<file path="src/rtl/core/ising_metropolis_spin_update_unit_defines.svh">
// assertion macros for the ising metropolis spin update unit
// used by the top level only, no other dependencies
`ifndef ISING_METROPOLIS_SPIN_UPDATE_UNIT_DEFINES_SVH
`define ISING_METROPOLIS_SPIN_UPDATE_UNIT_DEFINES_SVH

// same-cycle implication, checked at every rising edge outside reset
`define ISMU_ASSERT_IMPLIES(lbl, clk, rst, ante, cons) \
  lbl: assert property (@(posedge clk) disable iff (rst) (ante) |-> (cons)) \
    else $error("ismu assertion failed");

// next-cycle implication, checked at every rising edge outside reset
`define ISMU_ASSERT_NEXT(lbl, clk, rst, ante, cons) \
  lbl: assert property (@(posedge clk) disable iff (rst) (ante) |=> (cons)) \
    else $error("ismu assertion failed");

`endif

</file>
<file path="src/rtl/core/ismu_pkg.sv">
// shared constants, types and index helpers for the spin update unit
// no dependencies
package ismu_pkg;

  localparam int LATTICE_SIDE = 64;
  localparam int IDX_W        = $clog2(LATTICE_SIDE);
  localparam int SITE_COUNT   = LATTICE_SIDE * LATTICE_SIDE;
  localparam int COORD_W      = 6;
  localparam int COORD_SPAN   = 1 << COORD_W;
  localparam int RND_W        = 16;
  localparam int LEVEL_W      = 16;
  localparam int MAG_W        = 14;
  localparam int TOTAL_RAW_W  = $clog2(SITE_COUNT) + 2;
  localparam int TOTAL_W      = (TOTAL_RAW_W > MAG_W) ? TOTAL_RAW_W : MAG_W;
  localparam int PADDR_W      = 3;
  localparam int PDATA_W      = 32;

  localparam logic OP_LOAD   = 1'b0;
  localparam logic OP_UPDATE = 1'b1;

  // register index, taken from paddr bit 2
  localparam logic REG_LEVEL_FOUR  = 1'b0;
  localparam logic REG_LEVEL_EIGHT = 1'b1;

  localparam logic [LEVEL_W-1:0] LEVEL_FOUR_RESET  = LEVEL_W'(1200);
  localparam logic [LEVEL_W-1:0] LEVEL_EIGHT_RESET = LEVEL_W'(22);

  typedef logic [IDX_W-1:0]        idx_t;
  typedef logic [LATTICE_SIDE-1:0] row_t;

  typedef struct packed {
    logic en;
    logic we;
    idx_t addr;
    row_t wdata;
  } ram_req_t;

  typedef struct packed {
    logic [LEVEL_W-1:0] level_four;
    logic [LEVEL_W-1:0] level_eight;
  } cfg_t;

  typedef struct packed {
    logic new_spin;
    logic flipped;
  } eval_res_t;

  // coordinate modulo the lattice side, as a small constant table
  function automatic idx_t wrap_coord(input logic [COORD_W-1:0] v);
    idx_t r;
    r = '0;
    for (int i = 0; i < COORD_SPAN; i++) begin
      if (v == COORD_W'(i)) begin
        r = IDX_W'(i % LATTICE_SIDE);
      end
    end
    return r;
  endfunction

  function automatic idx_t next_idx(input idx_t i);
    return (i == IDX_W'(LATTICE_SIDE - 1)) ? '0 : i + IDX_W'(1);
  endfunction

  function automatic idx_t prev_idx(input idx_t i);
    return (i == '0) ? IDX_W'(LATTICE_SIDE - 1) : i - IDX_W'(1);
  endfunction

endpackage

</file>
<file path="src/rtl/core/ismu_row_ram.sv">
// single-port lattice memory, one row of spins per entry
// depends on ismu_pkg
module ismu_row_ram (
  input  logic               clk,
  input  ismu_pkg::ram_req_t req,
  output ismu_pkg::row_t     rdata
);
  import ismu_pkg::*;

  row_t mem [LATTICE_SIDE];

  always_ff @(posedge clk) begin
    if (req.en) begin
      if (req.we) begin
        mem[req.addr] <= req.wdata;
      end else begin
        rdata <= mem[req.addr];
      end
    end
  end

endmodule

</file>
<file path="src/rtl/core/ismu_cfg_regs.sv">
// apb-style register port holding the two acceptance thresholds
// depends on ismu_pkg
module ismu_cfg_regs (
  input  logic                         clk,
  input  logic                         rst,
  input  logic                         psel,
  input  logic                         penable,
  input  logic                         pwrite,
  input  logic [ismu_pkg::PADDR_W-1:0] paddr,
  input  logic [ismu_pkg::PDATA_W-1:0] pwdata,
  output logic [ismu_pkg::PDATA_W-1:0] prdata,
  output logic                         pready,
  output ismu_pkg::cfg_t               cfg
);
  import ismu_pkg::*;

  logic wr_en;

  assign pready = 1'b1;
  assign wr_en  = psel && penable && pwrite;

  always_ff @(posedge clk) begin
    if (rst) begin
      cfg.level_four  <= LEVEL_FOUR_RESET;
      cfg.level_eight <= LEVEL_EIGHT_RESET;
    end else if (wr_en) begin
      case (paddr[2])
        REG_LEVEL_FOUR:  cfg.level_four  <= pwdata[LEVEL_W-1:0];
        REG_LEVEL_EIGHT: cfg.level_eight <= pwdata[LEVEL_W-1:0];
        default: ;
      endcase
    end
  end

  always_comb begin
    case (paddr[2])
      REG_LEVEL_FOUR:  prdata = {{(PDATA_W-LEVEL_W){1'b0}}, cfg.level_four};
      REG_LEVEL_EIGHT: prdata = {{(PDATA_W-LEVEL_W){1'b0}}, cfg.level_eight};
      default:         prdata = '0;
    endcase
  end

endmodule

</file>
<file path="src/rtl/core/ismu_site_eval.sv">
// metropolis decision for one site from its three lattice rows
// depends on ismu_pkg
module ismu_site_eval (
  input  logic                       op,
  input  logic                       spin_value,
  input  logic [ismu_pkg::RND_W-1:0] random_value,
  input  ismu_pkg::idx_t             col,
  input  ismu_pkg::idx_t             col_left,
  input  ismu_pkg::idx_t             col_right,
  input  ismu_pkg::row_t             row_up,
  input  ismu_pkg::row_t             row_mid,
  input  ismu_pkg::row_t             row_dn,
  input  ismu_pkg::cfg_t             cfg,
  output ismu_pkg::eval_res_t        res
);
  import ismu_pkg::*;

  logic       old_spin;
  logic [3:0] aligned;
  logic [2:0] aligned_cnt;
  logic       flip;

  assign old_spin = row_mid[col];

  // neighbours with the same sign as the site
  assign aligned = ~({row_mid[col_right], row_mid[col_left], row_up[col], row_dn[col]}
                     ^ {4{old_spin}});
  assign aligned_cnt = {2'b00, aligned[0]} + {2'b00, aligned[1]}
                     + {2'b00, aligned[2]} + {2'b00, aligned[3]};

  // two or fewer aligned means the energy does not rise
  always_comb begin
    case (aligned_cnt)
      3'd3:    flip = (random_value <= cfg.level_four);
      3'd4:    flip = (random_value <= cfg.level_eight);
      default: flip = 1'b1;
    endcase
  end

  always_comb begin
    if (op == OP_UPDATE) begin
      res.flipped  = flip;
      res.new_spin = old_spin ^ flip;
    end else begin
      res.flipped  = 1'b0;
      res.new_spin = spin_value;
    end
  end

endmodule

</file>
<file path="src/rtl/core/ising_metropolis_spin_update_unit.sv">
// Ising lattice unit: 64x64 spins with wraparound in a single-port row memory, one
// result strobe per item. After reset a clearing pass writes one row per cycle,
// setting every spin to +1, with busy high; register writes are taken during it.
// An item is taken when start is high and busy is low. An update reads the rows at,
// above and below the site, then writes the row back on the same memory port; a load
// does one read and one write. busy drops in the write-back cycle, so the next item
// can be taken there. Each result shows on the output ports for one cycle with done
// high, the cycle after the write-back; the receiver cannot stall it.
// Depends on ismu_pkg, ismu_row_ram, ismu_cfg_regs, ismu_site_eval and the defines header.
`include "ising_metropolis_spin_update_unit_defines.svh"

module ising_metropolis_spin_update_unit (
  input  logic                                clk,
  input  logic                                rst,
  input  logic                                start,
  output logic                                busy,
  input  logic                                op,
  input  logic [ismu_pkg::COORD_W-1:0]        x_coord,
  input  logic [ismu_pkg::COORD_W-1:0]        y_coord,
  input  logic                                spin_value,
  input  logic [ismu_pkg::RND_W-1:0]          random_value,
  output logic                                done,
  output logic                                spin_now,
  output logic                                flipped,
  output logic signed [ismu_pkg::MAG_W-1:0]   magnetization,
  output logic                                fully_ordered,
  input  logic                                psel,
  input  logic                                penable,
  input  logic                                pwrite,
  input  logic [ismu_pkg::PADDR_W-1:0]        paddr,
  input  logic [ismu_pkg::PDATA_W-1:0]        pwdata,
  output logic [ismu_pkg::PDATA_W-1:0]        prdata,
  output logic                                pready
);
  import ismu_pkg::*;

  localparam logic [2:0] ST_CLEAR  = 3'd0;
  localparam logic [2:0] ST_IDLE   = 3'd1;
  localparam logic [2:0] ST_RD_MID = 3'd2;
  localparam logic [2:0] ST_RD_UP  = 3'd3;
  localparam logic [2:0] ST_RD_DN  = 3'd4;
  localparam logic [2:0] ST_WRITE  = 3'd5;

  localparam idx_t LAST_ROW = IDX_W'(LATTICE_SIDE - 1);
  localparam logic signed [TOTAL_W-1:0] FULL_POS = TOTAL_W'(SITE_COUNT);
  localparam logic signed [TOTAL_W-1:0] FULL_NEG = TOTAL_W'(-SITE_COUNT);

  logic [2:0] state, state_next;
  idx_t       clr_row;
  logic       accept;

  // item held for the duration of its work
  logic             item_op;
  logic             item_spin;
  logic [RND_W-1:0] item_rnd;
  idx_t             item_col, item_col_l, item_col_r;
  idx_t             item_row, item_row_up, item_row_dn;

  row_t row_mid_buf, row_up_buf;
  row_t rd_data, row_mid_now, row_wr;

  logic signed [TOTAL_W-1:0] spin_total, spin_total_next;

  ram_req_t  ram_req;
  cfg_t      cfg;
  eval_res_t eval_res;

  ismu_cfg_regs u_cfg (
    .clk     (clk),
    .rst     (rst),
    .psel    (psel),
    .penable (penable),
    .pwrite  (pwrite),
    .paddr   (paddr),
    .pwdata  (pwdata),
    .prdata  (prdata),
    .pready  (pready),
    .cfg     (cfg)
  );

  ismu_row_ram u_ram (
    .clk   (clk),
    .req   (ram_req),
    .rdata (rd_data)
  );

  // a load reaches the write-back straight after its one read
  assign row_mid_now = (item_op == OP_UPDATE) ? row_mid_buf : rd_data;

  ismu_site_eval u_eval (
    .op           (item_op),
    .spin_value   (item_spin),
    .random_value (item_rnd),
    .col          (item_col),
    .col_left     (item_col_l),
    .col_right    (item_col_r),
    .row_up       (row_up_buf),
    .row_mid      (row_mid_now),
    .row_dn       (rd_data),
    .cfg          (cfg),
    .res          (eval_res)
  );

  assign busy   = (state != ST_IDLE) && (state != ST_WRITE);
  assign accept = start && !busy;

  always_comb begin
    row_wr           = row_mid_now;
    row_wr[item_col] = eval_res.new_spin;
  end

  always_comb begin
    ram_req.en    = 1'b0;
    ram_req.we    = 1'b0;
    ram_req.addr  = item_row;
    ram_req.wdata = row_wr;
    case (state)
      ST_CLEAR: begin
        ram_req.en    = 1'b1;
        ram_req.we    = 1'b1;
        ram_req.addr  = clr_row;
        ram_req.wdata = '1;
      end
      ST_RD_MID: begin
        ram_req.en = 1'b1;
      end
      ST_RD_UP: begin
        ram_req.en   = 1'b1;
        ram_req.addr = item_row_up;
      end
      ST_RD_DN: begin
        ram_req.en   = 1'b1;
        ram_req.addr = item_row_dn;
      end
      ST_WRITE: begin
        ram_req.en = 1'b1;
        ram_req.we = 1'b1;
      end
      default: ;
    endcase
  end

  always_comb begin
    state_next = state;
    case (state)
      ST_CLEAR:  state_next = (clr_row == LAST_ROW) ? ST_IDLE : ST_CLEAR;
      ST_IDLE:   state_next = accept ? ST_RD_MID : ST_IDLE;
      ST_RD_MID: state_next = (item_op == OP_UPDATE) ? ST_RD_UP : ST_WRITE;
      ST_RD_UP:  state_next = ST_RD_DN;
      ST_RD_DN:  state_next = ST_WRITE;
      ST_WRITE:  state_next = accept ? ST_RD_MID : ST_IDLE;
      default:   state_next = ST_IDLE;
    endcase
  end

  // total moves by two whenever the site changes sign
  always_comb begin
    spin_total_next = spin_total;
    if (eval_res.new_spin != row_mid_now[item_col]) begin
      spin_total_next = eval_res.new_spin ? spin_total + TOTAL_W'(2)
                                          : spin_total - TOTAL_W'(2);
    end
  end

  always_ff @(posedge clk) begin
    if (rst) begin
      state      <= ST_CLEAR;
      clr_row    <= '0;
      spin_total <= FULL_POS;
      done       <= 1'b0;
    end else begin
      state <= state_next;
      done  <= (state == ST_WRITE);
      if (state == ST_CLEAR) begin
        clr_row <= clr_row + IDX_W'(1);
      end
      if (state == ST_WRITE) begin
        spin_total <= spin_total_next;
      end
    end
  end

  always_ff @(posedge clk) begin
    if (accept) begin
      item_op     <= op;
      item_spin   <= spin_value;
      item_rnd    <= random_value;
      item_col    <= wrap_coord(x_coord);
      item_col_l  <= prev_idx(wrap_coord(x_coord));
      item_col_r  <= next_idx(wrap_coord(x_coord));
      item_row    <= wrap_coord(y_coord);
      item_row_up <= prev_idx(wrap_coord(y_coord));
      item_row_dn <= next_idx(wrap_coord(y_coord));
    end
    if (state == ST_RD_UP) begin
      row_mid_buf <= rd_data;
    end
    if (state == ST_RD_DN) begin
      row_up_buf <= rd_data;
    end
    if (state == ST_WRITE) begin
      spin_now      <= eval_res.new_spin;
      flipped       <= eval_res.flipped;
      magnetization <= spin_total_next[MAG_W-1:0];
      fully_ordered <= (spin_total_next == FULL_POS) || (spin_total_next == FULL_NEG);
    end
  end

  `ISMU_ASSERT_NEXT(a_done_single, clk, rst, done, !done)
  `ISMU_ASSERT_NEXT(a_accept_busy, clk, rst, start && !busy, busy)
  `ISMU_ASSERT_IMPLIES(a_ram_we_state, clk, rst, ram_req.we, state == ST_WRITE || state == ST_CLEAR)
  `ISMU_ASSERT_IMPLIES(a_done_after_write, clk, rst, done, $past(state) == ST_WRITE)

endmodule

</file>
<file path="config.mk">
export PLATFORM = sky130hd
export DESIGN_NAME = ising_metropolis_spin_update_unit
export DESIGN_NICKNAME = d
export VERILOG_FILES = /design/src/rtl/core/ismu_pkg.sv /design/src/rtl/core/ismu_row_ram.sv /design/src/rtl/core/ismu_cfg_regs.sv /design/src/rtl/core/ismu_site_eval.sv /design/src/rtl/core/ising_metropolis_spin_update_unit.sv
export VERILOG_INCLUDE_DIRS = /design/src /design/src/rtl/core
export SDC_FILE = /design/constraint.sdc
export NUM_CORES = 2
export LEC_CHECK = 0
export ABC_AREA = 1
export ABC_CLOCK_PERIOD_IN_PS = 15600
export BUFFER_PORTS_ARGS = -buffer_cell sky130_fd_sc_hd__buf_4
export CELL_PAD_IN_SITES_DETAIL_PLACEMENT = 0
export CELL_PAD_IN_SITES_GLOBAL_PLACEMENT = 2
export CORE_AREA = 2 2 747 749
export DETAILED_ROUTE_END_ITERATION = 8
export DIE_AREA = 0 0 749 751
export GPL_ROUTABILITY_DRIVEN = 0
export MAX_ROUTING_LAYER = met4
export PLACE_DENSITY = 0.63
export SLEW_MARGIN = 10
export SYNTH_ARGS = -nofsm -noshare
export SYNTH_HDL_FRONTEND = slang
export SYNTH_SLANG_ARGS = --single-unit
</file>
<file path="constraint.sdc">
create_clock -name clk -period 15.6 [get_ports clk]
set_input_delay 0 -clock clk [delete_from_list [all_inputs] [get_ports clk]]
set_output_delay 0 -clock clk [all_outputs]
set_load 0.005 [all_outputs]
</file>
## After elaboration in Yosys (flattened, before gate mapping)

Memory sizes are Yosys's and may differ from the RTL's. A register that Yosys moved wholly into a read port is not among the register bits.
Cells that the tools add are included.

- Flip-flop bits (word level): 255
- Bits in writable memories: 4096
- Output and inout port bits: 52
- Logic and storage cells: 358
- Memories kept: 1

- Add/subtract/negate cells: 10
- Magnitude comparators: 6
- Equal/unequal tests: 141
- Mux-type cells: 158
- Bitwise gates (word level): 5
- Reduce and logical (&&, ||, !) cells: 16

Memories:

| memory | words | bits a word | read ports | clocked after Yosys merged registers in | wr ports | line | RTL |
|---|---|---|---|---|---|---|---|
| u_ram.mem | 64 | 64 | 1 | 1 | 1 | ismu_row_ram.sv:10 | `row_t mem [LATTICE_SIDE];` |

Operator list:

| cell | number |
|---|---|
| 6-bit 2-to-1 mux | 126 |
| 6-bit equality test (second input constant) | 67 |
| 6-bit by 5-bit equality test with 1-bit output (second input constant) | 32 |
| 64-bit 2-to-1 mux | 2 |
| 6-bit by 4-bit equality test with 1-bit output (second input constant) | 16 |
| 64-bit bitwise mux | 1 |
| 32-bit case mux with 2 select lines | 1 |
| 6-bit by 3-bit equality test with 1-bit output (second input constant) | 8 |
| 16-bit <= comparator | 2 |
| 1-bit binary-select mux with 6-bit select | 5 |
| 14-bit 2-to-1 mux | 2 |
| 6-bit by 2-bit equality test with 1-bit output (second input constant) | 4 |
| 6-bit by 7-bit < comparator with 1-bit output (second input constant) | 3 |
| 6-bit by 1-bit adder with 6-bit output (second input constant) | 3 |
| 6-bit case mux with 3 select lines | 1 |
| 3-bit case mux with 5 select lines | 1 |
| 14-bit by 3-bit adder with 14-bit output (second input constant) | 1 |
| 14-bit by 13-bit equality test with 1-bit output (second input constant) | 1 |
| 14-bit equality test (second input constant) | 1 |
| 1-bit 2-to-1 mux | 14 |
| 14-bit by 3-bit subtractor with 14-bit output (second input constant) | 1 |
| 6-bit by 1-bit equality test with 1-bit output (second input constant) | 2 |
| 6-bit zero test | 2 |
| 6-bit by 1-bit subtractor with 6-bit output (second input constant) | 2 |
| 24 further kinds | 38 |

## Depth between registers and ports, before layout

- Word-level depth: 66
- Gate-level depth with buffers: 46
- Mapped depth without buffers: 42

## Hierarchy

Synthesis repeated with hierarchy kept, for this count alone.

- Cells, all modules: 19133
- Area, all modules: 190124.8 um^2

Modules (own cells, without submodules):

| module | times used | cells an instance | area each (um^2) |
|---|---|---|---|
| ismu_row_ram | 1 | 16813 | 173353.8 |
| ising_metropolis_spin_update_unit | 1 | 1135 | 10765.3 |
| ismu_site_eval | 1 | 927 | 4380.5 |
| ismu_cfg_regs | 1 | 258 | 1625.3 |

## Worst setup path before layout

OpenSTA, ideal clock, no wires.

- Path type: register to register
- From: reg item_col[0]
- To: mem u_ram.mem[0][10] (netlist name), data pin
- Data arrival time: 7902 ps
- Data required time: 14591 ps
- Setup slack: 6689 ps
- Cell stages (with the launch flop): 28
- Path buffers: 3
- Period minus slack after synthesis: 8911 ps
- Cell sequence: edfxtp_1 inv_2 nor2_2 clkbuf_1 inv_1 clkbuf_1 o2bb2ai_1 a221oi_1 nand4_1 nand2_1 nand2_1 nor2_1 nand2_1 xor2_1 ha_1 inv_1 fa_1 inv_1 ha_1 nand3b_1 nor2_1 nand2_1 nand2_1 nand2_1 nand3_1 nand2_1 clkbuf_1 o311ai_0

RTL lines:

| item | line | RTL |
|---|---|---|
| start, declared | ising_metropolis_spin_update_unit.sv:56 | `idx_t item_col, item_col_l, item_col_r;` |
| start signal, assigned | ising_metropolis_spin_update_unit.sv:188 | `item_col <= wrap_coord(x_coord);` |
| end, declared | ismu_row_ram.sv:10 |  |

## Worst setup path in the final report

- From: reg item_col[0]
- To: reg spin_total[13]

- Longest elaborated chain between the ends: 13
- Elaborated cells on any way between the ends: 19
- Those cells by class: add/sub (3); eq/ne (3); mux (10); bitwise (3)

Ends and longest elaborated chain:

| item | line | RTL |
|---|---|---|
| 1-bit binary-select mux with 6-bit select, on equally long branches | ismu_site_eval.sv:26, ismu_site_eval.sv:23, ising_metropolis_spin_update_unit.sv:159 |  |
| 1-bit 2-to-1 mux, on equally long branches | ismu_site_eval.sv:26, ismu_site_eval.sv:23, ising_metropolis_spin_update_unit.sv:159 |  |
| 4-bit XOR | ismu_site_eval.sv:27 | `^ {4{old_spin}});` |
| 4-bit inverter | ismu_site_eval.sv:26 | `assign aligned = ~({row_mid[col_right], row_mid[col_left], row_up[col], row_dn[col]}` |
| 1-bit by 1-bit adder with 2-bit output | ismu_site_eval.sv:28 | `assign aligned_cnt = {2'b00, aligned[0]} + {2'b00, aligned[1]}` |
| 3-bit by 1-bit adder with 3-bit output (2 in a row) | ismu_site_eval.sv:29 | `+ {2'b00, aligned[2]} + {2'b00, aligned[3]};` |
| 3-bit equality test or 3-bit by 2-bit equality test with 1-bit output (tied branches) | ismu_site_eval.sv:33 | `case (aligned_cnt)` |
| 1-bit case mux with 2 select lines | ismu_site_eval.sv:33 |  |
| 1-bit XOR | ismu_site_eval.sv:43 | `res.new_spin = old_spin ^ flip;` |
| 2-bit 2-to-1 mux | ismu_site_eval.sv:41 | `if (op == OP_UPDATE) begin` |
| 14-bit 2-to-1 mux or 1-bit != test (tied branches) | ising_metropolis_spin_update_unit.sv:160, ising_metropolis_spin_update_unit.sv:159 |  |
| 14-bit 2-to-1 mux * | ising_metropolis_spin_update_unit.sv:159 | `if (eval_res.new_spin != row_mid_now[item_col]) begin` |
| end signal, assigned | ising_metropolis_spin_update_unit.sv:178 | `spin_total <= spin_total_next;` |
| end, declared | ising_metropolis_spin_update_unit.sv:62 | `logic signed [TOTAL_W-1:0] spin_total, spin_total_next;` |

Mark *: on every way between the ends. The rest lies on a longest branch, timed or not. The select of a mux whose other input is x is not followed.
A chain may end at the register's enable or synchronous reset.

==> results_dict.tcl <==
set metrics [dict create \
    layout_common_cells "edfxtp_1, a22oi_1, nand2_1, nand4_1, clkbuf_16" \
    max_freq_mhz 117 \
    required_ns 16.48 \
    path_class "flop to flop" \
    top_usage_layer "met2" \
    crit_path_max_fanout 30 \
    syn_to_final_growth_pct 16.2 \
    min-delay-start "y_coord[0]" \
    synth-seq-area-share_pct 79.6 \
    cp_slowest_cell "o41ai_1" \
    rsz0062_at_grt "false" \
    antenna_found_initial 46 \
    grtUsageMet1_pct 28.9 \
    finalPower_mw 24.9 \
    cts_root_buf "clkbuf_16" \
    syn_area_per_cell_um2 15.9 \
    cap_violations 0 \
    cts_buffers 457 \
    fin_crit_sh_pct 54.8 \
    netlist_area_um2 166000 \
    slew_headroom_pct 14.0 \
    synth_cell_types 52 \
    start_util_pct 29.9 \
    core_um2 555000 \
    crit_path_start_kind "flop" \
    clockBufferDepth 4 \
    tritoncts "yes" \
    gr-total-overflow 0 \
    stdcell_area_um2 193000 \
    rows 274 \
    rrSetupSlack_ns 7.05 \
    final_max_slew_viol_count 0 \
    placed_area_um2 177000 \
    synth_warnings 0 \
    grtUsageMet2_pct 33.7 \
    multi_input_area_um2 31000 \
    worst_slew_pin_slew_ns 1.29 \
    post_route_cells_drive_above_1_share_pct 11.2 \
    use_met3_pct 3.53 \
    fin_crit_ns 8.55 \
    io_buffer_count 86 \
    fill_cells 52400 \
    crit_path_end_kind "flop" \
    htreeDepth 5 \
    routed_wirelength_um 611000 \
    clkSinkCount 4413 \
    ant_nets 0 \
    die-area_um2 562000 \
    regToRegStartpoint "item_col[0]" \
    arrival_ns 9.43 \
    grt_pass1_vias 100000 \
    avgRoutedWirePerCell_um 33.0 \
    crit_top_cell "nand2_1" \
    skew_ns 0.113 \
    drtIter0Drc 15500 \
    ys_ff_latch 4413 \
    num-nets-final 11000 \
    p_leak_nw 58.1 \
    register_area_um2 132000 \
    grtUsageTotal_pct 21.5 \
    synth-edff-count 4358 \
    grt_max_degree 102 \
    fp.dieW_um 749 \
    vias 103000 \
    totalNegativeSetupSlack_ns 0 \
    ios 123 \
    synthFlopType "edfxtp_1" \
    crit_start "item_col[0]" \
    clk_pin_slew_ns 0.06 \
    slowest_delay_ns 0.66 \
    grt_first_pass_wirelength_um 827000 \
    dr.pass1.iters 7 \
    final_common_cell "edfxtp_1" \
    vdd_ir_drop_max_mv 0.0922 \
    fp.dieH_um 751 \
    viasPerCell 5.58 \
    holdCritPathClass "input port to flop" \
    status "complete, no violations" \
    async_flop_share_pct 0 \
    dpl.hpwl_um 311000 \
    hold_viol 0 \
    synth_cells 10400 \
    drcViolationCount 0 \
    ctsResizeCount 0 \
    insertion_delay_ns 1.05 \
    finalCoreUtilization_pct 34.7 \
    p_per_area_nw_per_um2 129 \
    setup_viol 0 \
]
power by group:
part           leakage (nW)  total [mW]  internal, mW  switching [mW]
logic                  14.3        1.37         0.379           0.995
clock network          6.99        10.6          5.98            4.64
registers              36.8        12.9          12.9         0.00337
final cells by class:
cell class / instances / share of cell area, %
Multi-Input combinational cell: 5061 / 16.1
Clock inverter: 276 / 1.30
Tap cell: 7314 / 4.75
Inverter: 354 / 0.725
Sequential cell: 4413 / 68.5
Antenna cell: 10 / 0.0130
Timing Repair Buffer: 552 / 2.40
Clock buffer: 547 / 6.16
state kept, by name (all words and copies together), names as in the netlist, 3 cells and up:
signal and count:
u_ram.mem 4096, row_mid_buf 64, row_up_buf 64, u_ram.rdata 64
u_cfg.cfg 32, item_rnd 16, magnetization 13, spin_total 13
clr_row 6, item_col 6, item_col_l 6, item_col_r 6
item_row 6, item_row_dn 6, item_row_up 6, state 3
timing repair:
action	in CTS	in global routing
hold buffers	117	0
endpoints found under the hold margin	124	0
buffers inserted	0	0
cell usage after synthesis (all sizes together), types with 13 or more instances:
cell type | n | area share, %
edfxtp | 4358 | 79
a22oi | 1882 | 8.5
nand2 | 1345 | 3.1
nand4 | 510 | 1.9
nor2 | 430 | 0.99
buf | 373 | 1.2
inv | 351 | 0.80
o21ai | 283 | 0.85
clkbuf | 260 | 0.59
a21oi | 199 | 0.60
nand3 | 103 | 0.34
o311ai | 65 | 0.34
dfxtp | 55 | 0.66
ha | 51 | 0.38
nor3 | 25 | 0.079
o22ai | 25 | 0.094
o211ai | 23 | 0.12
xor2 | 19 | 0.10
a221oi | 14 | 0.074
o221ai | 13 | 0.069
stage by stage:
stage	worst slack, ns	hold slack, ns	std cells
finish	7.05	0.0588	18500
CTS	7.01	0.00157	18500
global placement	6.77	0.180	17600
floorplan	6.69	0.0989	10500
global route	6.57	0.0683	18500
detailed placement	7.07	0.180	17600
critical path, delay by kind of cell, from the launching register on:
kind            cells  cell delay (ns)
fa+ha+maj           4             1.35
flops               1             0.53
buf+inv             9             1.72
xor+xnor            1             0.26
simple gates       17             2.58
compound gates      8             1.92
path summary, 6_finish.rpt:
| path | end | cells after the start |
|---|---|---|
| worst min-delay path | item_row_dn[3] | 6 |
| worst max register to register | spin_total[13] | 39 |
| worst max-delay path | spin_total[13] | 39 |
| worst min register to register | u_cfg.cfg[6] | 2 |
logic make-up (layout without fill, tap and decap cells):
logic type	Yosys count	after routing	share of synthesized area [%]
and+or+nand+nor	2435	2435	6.48
AOI/OAI and AO/OA	2533	2533	10.8
buffers and inverters	987	1729	2.55
other	2	28	0.00453
adders and majority gates	53	53	0.409
xor gates and xnor gates	22	22	0.116
DFF	4413	4413	79.6
per-layer routing:
layer | part of all wire (%) | vias to the layer above
met1 | 41 | 54500
met5 | 0 | -
li1 | - | 42000
met2 | 46 | 5882
met3 | 9.3 | 1007
met4 | 3.1 | 0
Power figures use the tool's default switching activity.
